<file path="config.mk">
export PLATFORM = sky130hd
export DESIGN_NAME = swm_cell
export DESIGN_NICKNAME = d
export VERILOG_FILES = /design/src/swm_pkg.sv /design/src/swm_cell.sv
export SDC_FILE = /design/constraint.sdc
export NUM_CORES = 1
export LEC_CHECK = 0
export BUFFER_PORTS_ARGS = -buffer_cell sky130_fd_sc_hd__buf_2
export CAP_MARGIN = 20
export CELL_PAD_IN_SITES_DETAIL_PLACEMENT = 1
export CELL_PAD_IN_SITES_GLOBAL_PLACEMENT = 1
export CORE_UTILIZATION = 36
export DETAILED_ROUTE_END_ITERATION = 6
export PLACE_DENSITY_LB_ADDON = 0.1
export SYNTH_ARGS = -nofsm -noshare
export SYNTH_HDL_FRONTEND = slang
export SYNTH_SLANG_ARGS = --single-unit
export TNS_END_PERCENT = 100
</file>
<file path="constraint.sdc">
create_clock -name clock -period 8.05 [get_ports clock]
set_input_delay 0.4025 -clock clock [delete_from_list [all_inputs] [get_ports clock]]
set_output_delay 0.4025 -clock clock [all_outputs]
set_load 0.01 [all_outputs]
</file>
<file path="src/swm_pkg.sv">
// Shared constants and types for the sliding window median filter.
`timescale 1ns / 1ps
package swm_pkg;
   localparam int MAX_WINDOW = 64;
   localparam int IDX_W      = (MAX_WINDOW > 1) ? $clog2(MAX_WINDOW) : 1;
   localparam int CNT_W      = $clog2(MAX_WINDOW + 1);
   localparam int DATA_W     = 32;
   localparam int WIN_W      = 7;

   typedef struct packed {
      logic signed [DATA_W-1:0] value;
      logic [IDX_W-1:0]         age;
   } entry_type;

   // Link handed from a cell to its right-hand neighbor.
   typedef struct packed {
      entry_type b;     // entry left at this slot after eviction
      logic      le;    // that entry is valid and <= the new sample
      logic      gone;  // eviction happened at this slot or to its left
   } link_type;

   // Broadcast control to every cell.
   typedef struct packed {
      logic                     step;
      logic signed [DATA_W-1:0] sample;
      logic [CNT_W-1:0]         fill;
      logic [CNT_W-1:0]         kept;    // entries left after eviction
      logic                     evict;
      logic [IDX_W-1:0]         oldest;  // age of the entry to evict
   } ctrl_type;
endpackage

</file>
<file path="src/swm_cell.sv">
// One slot of the sorted window: eviction shift-left and insertion shift-right.
`timescale 1ns / 1ps
module swm_cell (
   input  logic                clock,
   input  logic [swm_pkg::IDX_W-1:0] idx,
   input  swm_pkg::ctrl_type   ctrl,
   input  swm_pkg::link_type   link_prev,
   input  swm_pkg::entry_type  next_entry,
   output swm_pkg::link_type   link_next,
   output swm_pkg::entry_type  entry
);
   swm_pkg::entry_type entry_ff;
   swm_pkg::entry_type entry_in;
   logic               here_valid;
   logic               evict_here;
   logic               b_valid;

   assign here_valid = {1'b0, idx} < ctrl.fill;
   assign evict_here = ctrl.evict && here_valid && (entry_ff.age == ctrl.oldest);
   assign b_valid    = {1'b0, idx} < ctrl.kept;

   always_comb begin
      link_next.gone = link_prev.gone | evict_here;
      link_next.b    = link_next.gone ? next_entry : entry_ff;
      link_next.le   = b_valid && (link_next.b.value <= ctrl.sample);
   end

   always_comb begin
      if (link_next.le) begin
         entry_in.value = link_next.b.value;
         entry_in.age   = link_next.b.age + 1'b1;
      end else if (link_prev.le) begin
         entry_in.value = ctrl.sample;
         entry_in.age   = '0;
      end else begin
         entry_in.value = link_prev.b.value;
         entry_in.age   = link_prev.b.age + 1'b1;
      end
   end

   always_ff @(posedge clock) begin
      if (ctrl.step) begin
         entry_ff <= entry_in;
      end
   end

   assign entry = entry_ff;
endmodule

</file>
Word-level counts from Yosys, hierarchy flattened
Cells that the tools add are included.
Widths: inputs -> output; s select.
{ "totals": {"register_bits": 38, "out_inout_bits": 78} }
{ "classes": {"magnitude_cmp": 3, "n_addsub": 2, "n_eq_ne": 1, "muxes": 3, "reduce_logical": 3, "bitwise_logic": 1} }
{ "op_table": {"columns": ["operator", "count"], "rows": [
  ["$mux 38", 3],
  ["$le 32x32->1", 1],
  ["$lt 6x7->1", 2],
  ["$add 6x1->6 const B", 2],
  ["$eq 6x6->1", 1],
  ["$logic_and 1x1->1", 3],
  ["$or 1x1->1", 1]
]} }

Depth between registers and ports, before layout
{ "logic_depth": {"depth_word": 8, "depth_mapped": 18} }

Least setup slack after synthesis
OpenSTA, ideal clock, no wires.
{ "synth_timing": {"path_kind": "input to register", "startpoint": "input port ctrl[18] (netlist bit)", "endpoint": "register entry_ff (netlist bit entry[31]) (data pin)", "arrival_ps": 4191, "path_slack_ps": 3598, "cell_stages": 17, "required_ps": 7790, "setup_ps": 260, "cell_sequence": "inv_1 -> ha_1 -> a21o_1 -> a2111oi_0 -> a31oi_2 -> clkbuf_1 -> mux2_2 -> ha_1 -> nand4_2 -> nor4_4 -> mux2i_1 -> o41ai_1 -> nor2_1 -> a311o_1 -> buf_6 -> buf_6 -> mux2_4"} }
{ "synth_rtl": {"columns": ["element", "line_no", "rtl"], "rows": [
  ["start, declared", "swm_cell.sv:6", "input swm_pkg::ctrl_type ctrl,"],
  ["end signal, assigned", "swm_cell.sv:43", "entry_ff <= entry_in;"],
  ["end, declared", "swm_cell.sv:12", "swm_pkg::entry_type entry_ff;"]
]} }

==> impl_metrics.csv <==
group,metric,value,unit
sta,tns,0,ps
sta,max_freq,180,MHz
yosys,synthArstFlopShare,0,%
final_layout,stdcell_area,5160,sq um
routing,wire_per_inst,16.3,um
sta,finalCritPeriodShare,69.2,%
critical_path,r2r_cells,14,
final_layout,drive_gt1_share,58.3,%
yosys,yosysWarnings,0,
cts,root_buffer,"clkbuf_8",
pwr,powerDensity,162,nW/um^2
routing,vias_per_cell,4.98,
yosys,syn_nets,538,
cts,hold_buffers,0,
floorplan,coreArea,10400,sq um
floorplan,die-area,11100,sq um
cts,cts_max_path_buffers,2,
yosys,synth-simple-area-share,7.14,%
min_path,hold_class,"in -> reg",
sta,worstMarginPinSlew,1000,ps
placed_design,dp.cells,696,
cts,cts_resized,0,
grt,grt_pass1_vias,3821,
critical_path,cp_slowest_stage_delay,670,ps
grt,grt_first_pass_wirelength,18500,um
routing,drt_iter0_drc,94,
final_layout,layoutNonFillerInstCount,704,
sta,fin_skew,6.49,ps
sta,setup_violations,0,
yosys,avgSynthCellArea,10.9,sq um
routing,drt-pass1-iter-count,4,
pwr,ir_worst_vdd,0.0820,mV
critical_path,cp_slowest_cell,"a2111oi_0",
yosys,yosysTopAreaCell,"edfxtp_1",
placed_design,dp_hpwl,9240,um
routing,route.detailed.drc,0,
yosys,synth_xor_area_share,3.86,%
cts,htreeDepth,2,
final_layout,antenna_cells,0,
grt,grt_max_degree,40,
yosys,yosys-top-cells-count,"mux2_2, inv_1, ha_1",
pwr,power.leakage,2.57,nW
grt,overflow,0,
floorplan,start_util,37.2,%
placed_design,place_congestion,0.741,
yosys,synth_top_family_by_area,"multiplexers",
pwr,seqPwrFrac,34.8,%
cts,cts_buffers,5,
job,drv_cap,0,
yosys,ys.flop_type,"edfxtp_1",
sta,relSlewSlack,33.3,%
critical_path,crit_chain,"buf_2 > ha_1 > a21o_1 > a2111oi_0 > a31oi_4 > buf_4 > mux2_2 > ha_1 > nand4_1 > nor4_1 > mux2i_1 > o41ai_1 > nor2_1 > a311o_2 > buf_16 > inv_1 > buf_2",
yosys,synth_top_area_share,29.6,%
grt,track_usage,21.0,%
placed_design,port_buffers,216,
sta,hold_viol_final,0,
yosys,ys_ff_latch,38,
yosys,yosys.area_share.adder,14.3,%
floorplan,io_pins,217,
pwr,switching_share,35.1,%
pwr,switchingPower,293,uW
cts,clock_latency,290,ps
routing,wl,11400,um
critical_path,crit_fanout,24,
final_layout,fillers,1239,
critical_path,critPathKind,"in -> out",
yosys,synthTopCellsByArea,"edfxtp_1, mux2_2, ha_1",
floorplan,die_y,105,um
yosys,ys_seq_area_share,29.6,%
yosys,netlist_instances,355,
yosys,synth-edff-count,38,
final_layout,final_nets,751,
status,status,"complete, no violations",
yosys,synth_area,3850,sq um
grt,antenna_found_initial,0,
critical_path,end_kind,"output pin",
sta,period_minus_slack,5570,ps
floorplan,fp.dieW,105,um
sta,grt_setup_unrepaired,"no",
yosys,synth_mux_area_share,32.2,%
yosys,ys_types,34,
critical_path,startpoint_type,"input pin",
yosys,yosysMostFrequentCell,"mux2_2",
pwr,power_frac_comb,49.6,%
cts,post-cts-setup-buffers,0,
cts,clk_pin_slew_worst_paths,80,ps
final_layout,area_growth_syn_to_layout,34.0,%
routing,routed-via-count,3509,
pwr,clock_power_share,15.7,%
min_path,holdPathStages,3,
final_layout,largest_reg_flops,38,
critical_path,cp.arrival,5160,ps
sta,drv_slew,0,
floorplan,fp-row-count,37,
placed_design,placed_area,5060,sq um
yosys,synth_compound_area_share,6.62,%
cts,cts_tree,"yes",
pwr,internal_power,541,uW
cts,cts.sinks,38,
critical_path,critical_path_required,7650,ps
routing,ant_nets,0,
final cells by class:
class / count / area, sq um / share of cell area (%)
Multi-Input combinational cell: 258 / 2480 / 48.1
Sequential cell: 38 / 1140 / 22.1
Timing Repair Buffer: 218 / 1120 / 21.6
Inverter: 47 / 176 / 3.42
Tap cell: 136 / 170 / 3.30
Clock buffer: 7 / 76.3 / 1.48
layout by cell type (no fill, tap or decap), types with 2 or more instances in the layout:
master       n
nand2b_1     2
a21o_1       5
and3_1       3
nor2_1       7
mux2_4       6
edfxtp_1    38
a221oi_1     2
mux2i_1      6
mux2_2      97
nand4_1      8
buf_2      216
a21oi_1     13
nor4_1       2
xnor2_1      4
a2111oi_0    2
nand3_1      9
clkbuf_8     5
o21ai_0      8
o211ai_1     2
nor2b_1      5
xor2_1      13
clkbuf_1     2
a211oi_1     3
nand2_1      9
ha_1        44
inv_1       47
logic make-up after synthesis:
family | Yosys count
AO/OA/AOI/OAI | 39
buffers and inverters | 59
flip-flops | 38
multiplexers | 109
AND/OR/NAND/NOR | 49
XOR/XNOR | 17
adder cells (fa/ha/maj) | 44
power groups by stage:
stage / Combinational [mW] / Sequential [mW] / Clock, mW
final: 0.413 / 0.290 / 0.131
after global routing: 0.456 / 0.296 / 0.142
after CTS: 0.413 / 0.291 / 0.137
after detailed placement: 0.411 / 0.296 / 0
after global placement: 0.401 / 0.293 / 0
after floorplan: 0.249 / 0.307 / 0
metal layers:
metal	GRT usage, %	part of all wire, %
met1	23.6	40
met2	40.7	53
met3	4.14	6.2
met4	3.82	0.86
met5	0	0
critical path, delay by kind of cell:
| family | cells | cell delay (ps) |
|---|---|---|
| compound gates | 5 | 1960 |
| fa+ha+maj | 2 | 630 |
| buf+inv | 5 | 940 |
| mux | 2 | 480 |
| simple gates | 3 | 730 |
per-stage QoR:
step | setup slack (ps) | utilization (%) | total power [mW] | hold slack [ps]
4_1_cts | 2210 | 49.5 | 0.842 | 505
6_report | 2480 | 49.8 | 0.834 | 503
2_1_floorplan | 3600 | - | 0.555 | 515
5_1_grt | 1950 | 49.8 | 0.894 | 532
3_3_place_gp | 2300 | 48.8 | 0.694 | 721
3_5_place_dp | 2210 | 48.8 | 0.706 | 738
final timing paths:
check                                     to          from  slack [ps]
worst max-delay path            link_next[1]        idx[4]        2480
worst min-delay path                entry[6]  link_prev[8]         500
worst max register to register     entry[35]      entry[2]        2860
worst min register to register     entry[13]     entry[13]         760
Power figures use the tool's default switching activity.
